===== src/itoa_pkg.sv =====
`timescale 1ns / 1ps
// ----------------------------------------------------------------------------
// itoa_pkg
// Shared types, constants and helpers for the integer-to-ASCII formatter.
// ----------------------------------------------------------------------------
package itoa_pkg;

  // Longest field the block ever emits.
  localparam int MAX_WIDTH   = 64;
  // Digit buffer: 24 four-bit digit slots, enough for 22 octal digits.
  localparam int NUM_DIGITS  = 24;
  localparam int DIG_W       = 4;
  localparam int DIG_BUF_W   = NUM_DIGITS * DIG_W;
  localparam int NDIG_W      = $clog2(NUM_DIGITS + 1);
  // Binary-to-BCD conversion: 20 decimal digits, one shift per operand bit.
  localparam int BCD_DIGITS  = 20;
  localparam int BCD_W       = BCD_DIGITS * DIG_W;
  localparam int VALUE_W     = 64;
  localparam int ITER_W      = $clog2(VALUE_W);
  localparam int FW_W        = 7;

  localparam logic [7:0] CH_SPACE = 8'h20;
  localparam logic [7:0] CH_PLUS  = 8'h2B;
  localparam logic [7:0] CH_MINUS = 8'h2D;
  localparam logic [7:0] CH_ZERO  = 8'h30;
  localparam logic [7:0] CH_UPA   = 8'h41;
  localparam logic [7:0] CH_LOWA  = 8'h61;
  localparam logic [7:0] CH_UPX   = 8'h58;
  localparam logic [7:0] CH_LOWX  = 8'h78;

  // Base select codes on the input beat.
  localparam logic [1:0] BASE_OCT = 2'd0;
  localparam logic [1:0] BASE_DEC = 2'd1;

  typedef enum logic [1:0] {
    RADIX_OCT,
    RADIX_DEC,
    RADIX_HEX
  } radix_t;

  typedef struct packed {
    logic [VALUE_W-1:0] value;
    logic               signed_mode;
    logic [1:0]         base_sel;
    logic               uppercase;
    logic               left_align;
    logic               show_sign;
    logic               space_sign;
    logic               alternate;
    logic               zero_pad;
    logic [FW_W-1:0]    field_width;
  } in_beat_t;

  typedef struct packed {
    logic [7:0] out_char;
    logic       last;
  } out_beat_t;

  // Request from the sequencer to the digit unit.
  typedef struct packed {
    logic   start;
    radix_t radix;
  } dig_req_t;

  // Completion status from the digit unit.
  typedef struct packed {
    logic              done;
    logic [NDIG_W-1:0] ndig;
  } dig_rsp_t;

  // Map one digit to its ASCII character.
  function automatic logic [7:0] digit_char(input logic [DIG_W-1:0] d, input logic upc);
    logic [7:0] d8;
    d8 = {4'b0, d};
    if (d < 4'd10) begin
      digit_char = CH_ZERO + d8;
    end else if (upc) begin
      digit_char = CH_UPA + d8 - 8'd10;
    end else begin
      digit_char = CH_LOWA + d8 - 8'd10;
    end
  endfunction

endpackage


===== src/itoa_digit_unit.sv =====
`timescale 1ns / 1ps
// ----------------------------------------------------------------------------
// itoa_digit_unit
// Splits a 64-bit magnitude into digits of the selected radix. Decimal uses
// an iterative shift-and-add-3 unit (one operand bit per cycle); octal and
// hex load straight from the bits. A normalize pass then drops leading zero
// digits one per cycle and reports the digit count.
// ----------------------------------------------------------------------------
module itoa_digit_unit (
  input  logic                          clk,
  input  logic                          rst_n,
  input  itoa_pkg::dig_req_t            req,
  input  logic [itoa_pkg::VALUE_W-1:0]  mag,
  output itoa_pkg::dig_rsp_t            rsp,
  output logic [itoa_pkg::DIG_BUF_W-1:0] digits
);

  typedef enum logic [1:0] {
    S_IDLE,
    S_DABBLE,
    S_NORM
  } state_t;

  localparam int TOP_LSB = itoa_pkg::DIG_BUF_W - itoa_pkg::DIG_W;

  state_t                          state_r, state_nxt;
  logic [itoa_pkg::DIG_BUF_W-1:0]  buf_r, buf_nxt;
  logic [itoa_pkg::VALUE_W-1:0]    bin_r, bin_nxt;
  logic [itoa_pkg::ITER_W-1:0]     iter_r, iter_nxt;
  logic [itoa_pkg::NDIG_W-1:0]     ndig_r, ndig_nxt;
  logic                            done_r, done_nxt;
  logic [itoa_pkg::BCD_W-1:0]      bcd_adj;
  logic [itoa_pkg::VALUE_W+1:0]    mag_ext;
  logic [itoa_pkg::DIG_BUF_W-1:0]  oct_buf;

  // Add 3 to every BCD digit of 5 or more before the shift.
  always_comb begin
    for (int j = 0; j < itoa_pkg::BCD_DIGITS; j++) begin
      if (buf_r[j*itoa_pkg::DIG_W +: itoa_pkg::DIG_W] >= 4'd5) begin
        bcd_adj[j*itoa_pkg::DIG_W +: itoa_pkg::DIG_W] =
          buf_r[j*itoa_pkg::DIG_W +: itoa_pkg::DIG_W] + 4'd3;
      end else begin
        bcd_adj[j*itoa_pkg::DIG_W +: itoa_pkg::DIG_W] =
          buf_r[j*itoa_pkg::DIG_W +: itoa_pkg::DIG_W];
      end
    end
  end

  // Spread 3-bit octal digits into 4-bit slots.
  always_comb begin
    mag_ext = {2'b00, mag};
    oct_buf = '0;
    for (int i = 0; i < (itoa_pkg::VALUE_W + 2) / 3; i++) begin
      oct_buf[i*itoa_pkg::DIG_W +: itoa_pkg::DIG_W] = {1'b0, mag_ext[i*3 +: 3]};
    end
  end

  // Sequencer: load, convert, normalize.
  always_comb begin
    state_nxt = state_r;
    buf_nxt   = buf_r;
    bin_nxt   = bin_r;
    iter_nxt  = iter_r;
    ndig_nxt  = ndig_r;
    done_nxt  = 1'b0;
    case (state_r)
      S_IDLE: begin
        if (req.start) begin
          ndig_nxt = itoa_pkg::NDIG_W'(itoa_pkg::NUM_DIGITS);
          case (req.radix)
            itoa_pkg::RADIX_DEC: begin
              buf_nxt   = '0;
              bin_nxt   = mag;
              iter_nxt  = '1;
              state_nxt = S_DABBLE;
            end
            itoa_pkg::RADIX_OCT: begin
              buf_nxt   = oct_buf;
              state_nxt = S_NORM;
            end
            default: begin
              buf_nxt   = {{(itoa_pkg::DIG_BUF_W - itoa_pkg::VALUE_W){1'b0}}, mag};
              state_nxt = S_NORM;
            end
          endcase
        end
      end
      S_DABBLE: begin
        buf_nxt = {{(itoa_pkg::DIG_BUF_W - itoa_pkg::BCD_W){1'b0}},
                   bcd_adj[itoa_pkg::BCD_W-2:0], bin_r[itoa_pkg::VALUE_W-1]};
        bin_nxt  = {bin_r[itoa_pkg::VALUE_W-2:0], 1'b0};
        iter_nxt = iter_r - 1'b1;
        if (iter_r == '0) begin
          state_nxt = S_NORM;
        end
      end
      S_NORM: begin
        if ((buf_r[TOP_LSB +: itoa_pkg::DIG_W] == '0) && (ndig_r > 1)) begin
          buf_nxt  = {buf_r[TOP_LSB-1:0], {itoa_pkg::DIG_W{1'b0}}};
          ndig_nxt = ndig_r - 1'b1;
        end else begin
          done_nxt  = 1'b1;
          state_nxt = S_IDLE;
        end
      end
      default: begin
        state_nxt = S_IDLE;
      end
    endcase
  end

  always_ff @(posedge clk) begin
    if (!rst_n) begin
      state_r <= S_IDLE;
      done_r  <= 1'b0;
    end else begin
      state_r <= state_nxt;
      done_r  <= done_nxt;
    end
    buf_r  <= buf_nxt;
    bin_r  <= bin_nxt;
    iter_r <= iter_nxt;
    ndig_r <= ndig_nxt;
  end

  assign rsp.done = done_r;
  assign rsp.ndig = ndig_r;
  assign digits   = buf_r;

endmodule


===== src/integer_to_ascii_formatter.sv =====
`timescale 1ns / 1ps
// ----------------------------------------------------------------------------
// integer_to_ascii_formatter
// Formats one 64-bit integer printf-style and streams its ASCII text.
// ----------------------------------------------------------------------------
// Usage:
//   in_valid/in_ready/in_data take one beat per value: the operand and its
//   format flags. out_valid/out_ready/out_data return one beat per
//   character, with last set on the final character of the field.
//   A field is at most 64 characters.
// Timing:
//   in_ready is high only while idle; one value is worked on at a time.
//   Decimal runs through the shift-and-add-3 unit, octal and hex load
//   straight from the bits; leading zeros are then dropped at one digit a
//   cycle (up to 23 digits). Characters leave at one per cycle while
//   out_ready is high; a section with nothing to emit takes a state step.
// Reset:
//   rst_n (synchronous) returns to idle and drops out_valid.
// Stall:
//   out_ready low holds the current character in the output register and
//   the sequencer waits; no character is lost.
// ----------------------------------------------------------------------------
module integer_to_ascii_formatter (
  input  logic                clk,
  input  logic                rst_n,
  input  logic                in_valid,
  output logic                in_ready,
  input  itoa_pkg::in_beat_t  in_data,
  output logic                out_valid,
  input  logic                out_ready,
  output itoa_pkg::out_beat_t out_data
);

  typedef enum logic [3:0] {
    S_IDLE,
    S_CONVERT,
    S_PAD_LEAD,
    S_SIGN,
    S_PFX_ZERO,
    S_PFX_X,
    S_PAD_ZERO,
    S_DIGITS,
    S_PAD_TRAIL
  } state_t;

  localparam int TOP_LSB = itoa_pkg::DIG_BUF_W - itoa_pkg::DIG_W;
  localparam int CNT_W   = itoa_pkg::FW_W;

  state_t                          state_r, state_nxt;
  logic                            out_valid_r, out_valid_nxt;
  itoa_pkg::out_beat_t             out_beat_r, out_beat_nxt;
  logic                            has_sign_r, has_sign_nxt;
  logic [7:0]                      sign_ch_r, sign_ch_nxt;
  logic [1:0]                      plen_r, plen_nxt;
  logic                            upc_r, upc_nxt;
  logic                            la_r, la_nxt;
  logic                            zp_r, zp_nxt;
  logic [itoa_pkg::FW_W-1:0]       fw_r, fw_nxt;
  logic [CNT_W-1:0]                pad_r, pad_nxt;
  logic [CNT_W-1:0]                remain_r, remain_nxt;
  logic [itoa_pkg::NDIG_W-1:0]     dcnt_r, dcnt_nxt;
  logic [itoa_pkg::DIG_BUF_W-1:0]  dig_r, dig_nxt;

  itoa_pkg::dig_req_t              req;
  itoa_pkg::dig_rsp_t              rsp;
  logic [itoa_pkg::DIG_BUF_W-1:0]  unit_digits;
  logic [itoa_pkg::VALUE_W-1:0]    mag;
  logic                            neg;
  logic                            accept;
  logic                            slot_free;
  logic                            emit;
  logic [7:0]                      emit_ch;
  logic [CNT_W-1:0]                content;
  logic [CNT_W-1:0]                total;

  assign accept    = in_valid && in_ready;
  assign slot_free = !out_valid_r || out_ready;

  // Magnitude and radix for the digit unit.
  always_comb begin
    neg = in_data.signed_mode && in_data.value[itoa_pkg::VALUE_W-1];
    mag = neg ? (~in_data.value + 1'b1) : in_data.value;
    req.start = accept;
    if (in_data.signed_mode || (in_data.base_sel == itoa_pkg::BASE_DEC)) begin
      req.radix = itoa_pkg::RADIX_DEC;
    end else if (in_data.base_sel == itoa_pkg::BASE_OCT) begin
      req.radix = itoa_pkg::RADIX_OCT;
    end else begin
      req.radix = itoa_pkg::RADIX_HEX;
    end
  end

  itoa_digit_unit u_digits (
    .clk    (clk),
    .rst_n  (rst_n),
    .req    (req),
    .mag    (mag),
    .rsp    (rsp),
    .digits (unit_digits)
  );

  // Field length: sign + prefix + digits, padded up to the width.
  always_comb begin
    content = CNT_W'(has_sign_r) + CNT_W'(plen_r) + CNT_W'(rsp.ndig);
    total   = (fw_r > content) ? fw_r : content;
  end

  // Sequencer: walk the field sections in print order.
  always_comb begin
    state_nxt     = state_r;
    out_valid_nxt = out_valid_r;
    out_beat_nxt  = out_beat_r;
    has_sign_nxt  = has_sign_r;
    sign_ch_nxt   = sign_ch_r;
    plen_nxt      = plen_r;
    upc_nxt       = upc_r;
    la_nxt        = la_r;
    zp_nxt        = zp_r;
    fw_nxt        = fw_r;
    pad_nxt       = pad_r;
    remain_nxt    = remain_r;
    dcnt_nxt      = dcnt_r;
    dig_nxt       = dig_r;
    emit          = 1'b0;
    emit_ch       = itoa_pkg::CH_SPACE;

    // Drop the output beat once taken.
    if (out_valid_r && out_ready) begin
      out_valid_nxt = 1'b0;
    end

    case (state_r)
      S_IDLE: begin
        if (accept) begin
          has_sign_nxt = neg || (in_data.signed_mode &&
                                 (in_data.show_sign || in_data.space_sign));
          if (neg) begin
            sign_ch_nxt = itoa_pkg::CH_MINUS;
          end else if (in_data.show_sign) begin
            sign_ch_nxt = itoa_pkg::CH_PLUS;
          end else begin
            sign_ch_nxt = itoa_pkg::CH_SPACE;
          end
          plen_nxt = 2'd0;
          if (in_data.alternate && !in_data.signed_mode && (in_data.value != '0)) begin
            if (in_data.base_sel == itoa_pkg::BASE_OCT) begin
              plen_nxt = 2'd1;
            end else if (in_data.base_sel != itoa_pkg::BASE_DEC) begin
              plen_nxt = 2'd2;
            end
          end
          upc_nxt = in_data.uppercase && !in_data.signed_mode;
          la_nxt  = in_data.left_align;
          zp_nxt  = in_data.zero_pad;
          if (in_data.field_width > itoa_pkg::FW_W'(itoa_pkg::MAX_WIDTH)) begin
            fw_nxt = itoa_pkg::FW_W'(itoa_pkg::MAX_WIDTH);
          end else begin
            fw_nxt = in_data.field_width;
          end
          state_nxt = S_CONVERT;
        end
      end
      S_CONVERT: begin
        if (rsp.done) begin
          dig_nxt    = unit_digits;
          dcnt_nxt   = rsp.ndig;
          pad_nxt    = total - content;
          remain_nxt = total;
          state_nxt  = S_PAD_LEAD;
        end
      end
      S_PAD_LEAD: begin
        if (la_r || zp_r || (pad_r == '0)) begin
          state_nxt = S_SIGN;
        end else if (slot_free) begin
          emit    = 1'b1;
          emit_ch = itoa_pkg::CH_SPACE;
          pad_nxt = pad_r - 1'b1;
          if (pad_r == CNT_W'(1)) begin
            state_nxt = S_SIGN;
          end
        end
      end
      S_SIGN: begin
        if (!has_sign_r) begin
          state_nxt = S_PFX_ZERO;
        end else if (slot_free) begin
          emit      = 1'b1;
          emit_ch   = sign_ch_r;
          state_nxt = S_PFX_ZERO;
        end
      end
      S_PFX_ZERO: begin
        if (plen_r == 2'd0) begin
          state_nxt = S_PAD_ZERO;
        end else if (slot_free) begin
          emit      = 1'b1;
          emit_ch   = itoa_pkg::CH_ZERO;
          state_nxt = (plen_r == 2'd2) ? S_PFX_X : S_PAD_ZERO;
        end
      end
      S_PFX_X: begin
        if (slot_free) begin
          emit      = 1'b1;
          emit_ch   = upc_r ? itoa_pkg::CH_UPX : itoa_pkg::CH_LOWX;
          state_nxt = S_PAD_ZERO;
        end
      end
      S_PAD_ZERO: begin
        if (la_r || !zp_r || (pad_r == '0)) begin
          state_nxt = S_DIGITS;
        end else if (slot_free) begin
          emit    = 1'b1;
          emit_ch = itoa_pkg::CH_ZERO;
          pad_nxt = pad_r - 1'b1;
          if (pad_r == CNT_W'(1)) begin
            state_nxt = S_DIGITS;
          end
        end
      end
      S_DIGITS: begin
        if (dcnt_r == '0) begin
          state_nxt = S_PAD_TRAIL;
        end else if (slot_free) begin
          emit     = 1'b1;
          emit_ch  = itoa_pkg::digit_char(dig_r[TOP_LSB +: itoa_pkg::DIG_W], upc_r);
          dig_nxt  = {dig_r[TOP_LSB-1:0], {itoa_pkg::DIG_W{1'b0}}};
          dcnt_nxt = dcnt_r - 1'b1;
          if (dcnt_r == itoa_pkg::NDIG_W'(1)) begin
            state_nxt = S_PAD_TRAIL;
          end
        end
      end
      S_PAD_TRAIL: begin
        if (!la_r || (pad_r == '0)) begin
          state_nxt = S_IDLE;
        end else if (slot_free) begin
          emit    = 1'b1;
          emit_ch = itoa_pkg::CH_SPACE;
          pad_nxt = pad_r - 1'b1;
          if (pad_r == CNT_W'(1)) begin
            state_nxt = S_IDLE;
          end
        end
      end
      default: begin
        state_nxt = S_IDLE;
      end
    endcase

    // Load the output register with the emitted character.
    if (emit) begin
      out_valid_nxt         = 1'b1;
      out_beat_nxt.out_char = emit_ch;
      out_beat_nxt.last     = (remain_r == CNT_W'(1));
      remain_nxt            = remain_r - 1'b1;
    end
  end

  always_ff @(posedge clk) begin
    if (!rst_n) begin
      state_r     <= S_IDLE;
      out_valid_r <= 1'b0;
    end else begin
      state_r     <= state_nxt;
      out_valid_r <= out_valid_nxt;
    end
    out_beat_r <= out_beat_nxt;
    has_sign_r <= has_sign_nxt;
    sign_ch_r  <= sign_ch_nxt;
    plen_r     <= plen_nxt;
    upc_r      <= upc_nxt;
    la_r       <= la_nxt;
    zp_r       <= zp_nxt;
    fw_r       <= fw_nxt;
    pad_r      <= pad_nxt;
    remain_r   <= remain_nxt;
    dcnt_r     <= dcnt_nxt;
    dig_r      <= dig_nxt;
  end

  assign in_ready  = (state_r == S_IDLE);
  assign out_valid = out_valid_r;
  assign out_data  = out_beat_r;

endmodule

===== config.mk =====
export PLATFORM = sky130hd
export DESIGN_NAME = integer_to_ascii_formatter
export DESIGN_NICKNAME = d
export VERILOG_FILES = /design/src/itoa_pkg.sv /design/src/itoa_digit_unit.sv /design/src/integer_to_ascii_formatter.sv
export SDC_FILE = /design/constraint.sdc
export NUM_CORES = 1
export LEC_CHECK = 0
export CAP_MARGIN = 20
export CORE_ASPECT_RATIO = 0.9
export CORE_MARGIN = 2
export CORE_UTILIZATION = 48
export CTS_BUF_LIST = sky130_fd_sc_hd__clkbuf_8
export CTS_CLUSTER_SIZE = 40
export DETAILED_ROUTE_END_ITERATION = 8
export DONT_BUFFER_PORTS = 1
export RECOVER_POWER = 50
export SETUP_SLACK_MARGIN = 0.3
export SLEW_MARGIN = 20
export SYNTH_ARGS = -nofsm -noshare
export SYNTH_HDL_FRONTEND = slang
export SYNTH_SLANG_ARGS = --single-unit

===== constraint.sdc =====
create_clock -name clk -period 8.9 [get_ports clk]
set_clock_uncertainty 0.2 [all_clocks]
set_input_delay 0.445 -clock clk [delete_from_list [all_inputs] [get_ports clk]]
set_output_delay 0.445 -clock clk [all_outputs]
set_load 0.03 [all_outputs]

Word-level counts from Yosys, hierarchy flattened. Index checks and enable logic that the tools add are counted.

Output and inout port bits: 11. Bits of input ports: 84. Word-level logic and storage cells: 278. Flip-flop bits (word level): 324.

Bitwise operators: 2. Order comparisons: 24. Equal/unequal tests: 40. Muxes and demuxes: 106. Reductions and logical operators: 50. Add/sub/neg operators: 34.

Operator list (count): 96-bit 2-to-1 mux (5); 96-bit case mux with 3 select lines (1); 64-bit 2-to-1 mux (3); 96-bit case mux with 2 select lines (1); 85-bit case mux with 2 select lines (1); 4-bit 2-to-1 mux (39); 64-bit case mux with 2 select lines (1); 4-bit by 3-bit >= comparator with 1-bit output (second input constant) (20); 4-bit by 2-bit adder with 4-bit output (second input constant) (19); 7-bit 2-to-1 mux (10); 64-bit by 1-bit adder with 64-bit output (second input constant) (1); 64-bit NOT (1); 64-bit nonzero test (1); 8-bit 2-to-1 mux (7); 8-bit case mux with 5 select lines (1); 4-bit case mux with 9 select lines (1); 5-bit 2-to-1 mux (7); 3-bit inequality test (second input constant) (10); 7-bit case mux with 4 select lines (1); 5-bit case mux with 2 select lines (2); 6-bit 2-to-1 mux (3); 2-bit inequality test (second input constant) (9); 7-bit by 4-bit adder with 8-bit output (first input constant) (2); 4-bit by 3-bit equality test with 1-bit output (second input constant) (4); 45 further kinds (106).

Longest topological paths before layout.
Depth in word-level cells: 7. Depth in mapped cells: 20. Gate-level depth less buffers: 19.

Modules after synthesis. Synthesis repeated with hierarchy kept, for this count alone.

Cells, all modules: 1504. Area, all modules: 18216.2 µm².

By module, submodules not included: itoa_digit_unit (sequential area each 5195.0 µm², area an instance 9628.0 µm², times used 1, cells each 771); integer_to_ascii_formatter (sequential area each 4274.1 µm², area an instance 8588.2 µm², times used 1, cells each 733).

Worst setup path after synthesis. No wires, ideal clock.

Path type: register to register. Start: register state_r[1]. End: register u_digits.buf_r (netlist bit u_digits.digits[0]), enable pin. Path slack: 2.594 ns. Data required time: 8.148 ns. Clock period less this slack: 6.306 ns. Arrival time: 5.554 ns. Stages on the path, launching flop included: 7. Cell sequence: dfxtp_1 -> clkbuf_1 -> nor3_1 -> nand3_1 -> inv_1 -> o21ai_0 -> nor2_1.

Cells in the longest elaborated chain, start to end: 4.

RTL lines: start, declared (RTL line integer_to_ascii_formatter.sv:49) `state_t state_r, state_nxt;`; start signal, assigned (RTL line integer_to_ascii_formatter.sv:265) `state_r <= state_nxt;`; 4-bit zero test (RTL line integer_to_ascii_formatter.sv:282) `assign in_ready = (state_r == S_IDLE);`; 1-bit logical AND (RTL line integer_to_ascii_formatter.sv:76) `assign accept = in_valid && in_ready;`; 2-bit inequality test (no line); 3-bit AND reduction (no line); end signal, assigned (RTL line itoa_digit_unit.sv:120) `buf_r <= buf_nxt;`; end, declared (RTL line itoa_digit_unit.sv:27) `logic [itoa_pkg::DIG_BUF_W-1:0] buf_r, buf_nxt;`.

No other way between the ends. A chain may end at the register's enable or synchronous reset.

Worst setup path in the final report.
Start: register u_digits.state_r[1]. End: register u_digits.buf_r (netlist bit u_digits.digits[13]), data pin.

Cells in the longest elaborated chain, start to end: 2.

RTL lines: start, declared (RTL line itoa_digit_unit.sv:26) `state_t state_r, state_nxt;`; start signal, assigned (RTL line itoa_digit_unit.sv:117) `state_r <= state_nxt;`; 2-bit equality test (tied with other cells) (RTL line itoa_digit_unit.sv:66) `case (state_r)`; 96-bit case mux with 3 select lines * (RTL line itoa_digit_unit.sv:66); net u_digits.buf_nxt, one bit (RTL line itoa_digit_unit.sv:27).

The timed path passes the listed nets; every way through them passes the cells marked *.

==> flow_summary.ini <==
[clock_network]
clock_path_buffers = 3
h-tree-depth = 2
cts_sinks = 318
clk-insertion-delay-late_ns = 0.64
numCtsBuffers = 56
cts_root_buf = clkbuf_8
cts_tree = yes
clk_pin_slew_ns = 0.07

[timing]
finalHoldViolCount = 0
setup_viol_count_final = 0
rsz0062_at_grt = no
worstMarginPinSlew_ns = 3.32
max_freq_mhz = 156
fin_setup_tns_ns = 0
slew_violations = 512
finalCriticalPeriod_ns = 6.39
final.setup.worst_slack_ns = 2.51
relSlewSlack = -1.22
timing.final.crit_share = 0.718

[placed_design]
pre_cts_ws_ns = 3.96
place_hpwl_mm = 31.0
dp_cells = 2209
place_area_sq_um = 18600
io_buffers = 0
gp_congestion = 0.851

[logic_synthesis]
synth-main-ff-cell = edfxtp_1
ys_ff_latch = 318
synthCells = 1807
synth-edff-count = 310
syn-num-nets = 1962
postSynthAreaPerCell_sq_um = 10.1
synth.distinct_cells = 65
yosys_warnings = 0
yosysSeqAreaShare = 0.520
synth_area_sq_um = 18200
synth-async-reset-ratio = 0

[worst_hold_path]
holdCritPathClass = primary input to flip-flop
holdPathStages = 2
hp-start = in_data[15]
holdPathEnd = plen_r[1]

[flow_run]
drv_cap = 12

[drt]
wl_per_cell_um = 21.0
detail_route.vias_per_cell = 5.86
drc = 0
detail-route-antenna-nets = 0
routed_wl_mm = 50.5
vias = 14100
drtIter0Drc = 1471
dr.pass1.iters = 6

[pwr]
pwr-share-clk = 0.189
p_per_area_nw_per_um2 = 313
switchingPower_mw = 2.48
p_sw_frac = 0.388
p_leak_nw = 7.34
p_int_mw = 3.92
combPwrFrac = 0.375
seqPwrFrac = 0.436
peakVddDrop_mv = 0.155

[setup_path]
r2r_end = u_digits.digits[13]
reg2reg_depth = 9
arrival_ns = 6.59
r2r_start = u_digits.state_r[1]
crit_required_ns = 9.10
cp_max_fo = 75
critPathLaunchType = flip-flop
cp-end-kind = flip-flop
reg2reg_slack_ns = 2.51
critPathKind = flip-flop to flip-flop

[die]
pin_count = 95
start_util = 0.488
coreArea_sq_um = 37300
row_count = 67
die_x_um = 209
die_area_sq_um = 39500
die_h_um = 189

[status]
violations = capacitance limit, slew limit
outcome = complete, but fails checks

[global_routing]
overflow = 0
grt_pass1_wl_mm = 78.3
grt_max_degree = 76
grt_pass1_vias = 13600
antenna_found_initial = 2
gr-usage-all-layers = 0.255

[finish]
layout_commonest_cell = edfxtp_1
syn_to_final_growth_pct = 12.4
final_cell_mix = edfxtp_1, nand2_1, o21ai_0, a21oi_1, inv_1
design_area_sq_um = 20400
nets = 2034
fin_cells = 2407
fill_cells = 3296
final_layout_size_suffix_gt1_frac = 0.0599
worst max path at each step:
| stage | from | cells after the start | to | slack [ns] |
|---|---|---|---|---|
| finish | u_digits.state_r[1] | 9 | u_digits.digits[13] | 2.51 |
| global route | state_r[2] | 5 | dig_r[9] | 1.92 |
| CTS | u_digits.ndig_r[0] | 19 | pad_r[6] | 3.96 |
| detailed placement | u_digits.ndig_r[0] | 19 | pad_r[6] | 3.96 |
| global placement | u_digits.ndig_r[0] | 19 | pad_r[6] | 4.09 |
| floorplan | state_r[1] | 6 | u_digits.digits[0] | 2.59 |
what timing repair did:
action | in CTS | in global routing
setup buffers | 0 | 0
setup endpoints to repair | 0 | 0
resized for setup | 0 | 0
hold buffers | 95 | 0
hold endpoints to repair | 159 | 0
cell usage after synthesis (4+ instances only):
cell	count	area (sq um)
a31oi_1	16	100
nand3_1	13	65.1
edfxtp_1	310	9310
nand4b_1	4	35.0
and3_1	16	100
nand2_1	308	1160
mux2i_1	15	150
a22oi_1	30	225
a221o_1	4	40.0
o21ai_0	191	956
nor2_1	85	319
dfxtp_1	8	160
buf_1	15	56.3
a21boi_0	6	45.0
nor3_1	37	185
a21oi_1	144	721
o31ai_1	16	120
or4_1	5	37.5
a22o_1	27	236
ha_1	68	851
a21o_1	4	30.0
nor4_1	19	119
nand2b_1	34	213
xnor2_1	74	648
xor2_1	39	342
or2_2	7	43.8
nor3b_1	33	248
and2_1	6	37.5
clkbuf_1	80	300
or3_1	9	56.3
mux2_2	27	304
nor2b_1	13	81.3
inv_1	83	312
a222oi_1	16	160
state kept, by name, summed over array words and instances, names as in the netlist, 6 cells and up:
signal / flops
u_digits.digits: 96
remain_r: 7
u_digits.bin_r: 64
out_data: 8
fw_r: 7
u_digits.iter_r: 6
pad_r: 7
dig_r: 96
power by group through the flow:
stage	clock, mW	combinational [mW]	sequential (mW)
2_1_floorplan	0	1.81	2.72
6_report	1.21	2.40	2.79
3_5_place_dp	0	2.31	2.81
3_3_place_gp	0	2.27	2.80
4_1_cts	1.25	2.40	2.78
5_1_grt	1.31	2.72	2.85
metrics by stage:
stage / hold slack [ns] / power [mW] / utilization
floorplan: 0.266 / 4.53 / -
global placement: 0.291 / 5.07 / 0.499
detailed placement: 0.290 / 5.12 / 0.499
CTS: 0.0122 / 6.43 / 0.550
global route: 0.00336 / 6.87 / 0.548
finish: 0.0128 / 6.41 / 0.548
cell type report:
| type | count | area, sq um | share of cell area |
|---|---|---|---|
| Clock buffer | 57 | 785 | 0.0384 |
| Clock inverter | 42 | 173 | 0.00845 |
| Multi-Input combinational cell | 1309 | 8060 | 0.394 |
| Timing Repair Buffer | 111 | 1040 | 0.0507 |
| Sequential cell | 318 | 9470 | 0.463 |
| Tap cell | 483 | 604 | 0.0296 |
| Inverter | 83 | 312 | 0.0152 |
| Antenna cell | 4 | 10.0 | 0.000490 |
critical path, cell delays in order, from the launching register on:
cell	delay [ns]
dfxtp_1	0.35
inv_1	0.08
ha_1	0.66
clkbuf_1	1.02
nand2_2	0.25
clkbuf_1	2.35
nor2_1	0.12
a221oi_1	0.30
o21ai_0	0.13
dlygate4sd3_1	0.58
layer usage:
layer | global-route usage | share of wire
met4 | 0.105 | 0.033
met5 | 0 | 0
met1 | 0.351 | 0.44
met3 | 0.0543 | 0.078
met2 | 0.394 | 0.44
logic make-up after synthesis:
family,synth area share
buffers and inverters,0.0378
adders and majority gates,0.0501
and+or+nand+nor,0.156
xor gates and xnor gates,0.0544
AOI/OAI and AO/OA,0.156
muxes,0.0250
other,0.000206
DFF,0.520
Power figures use the tool's default switching activity.
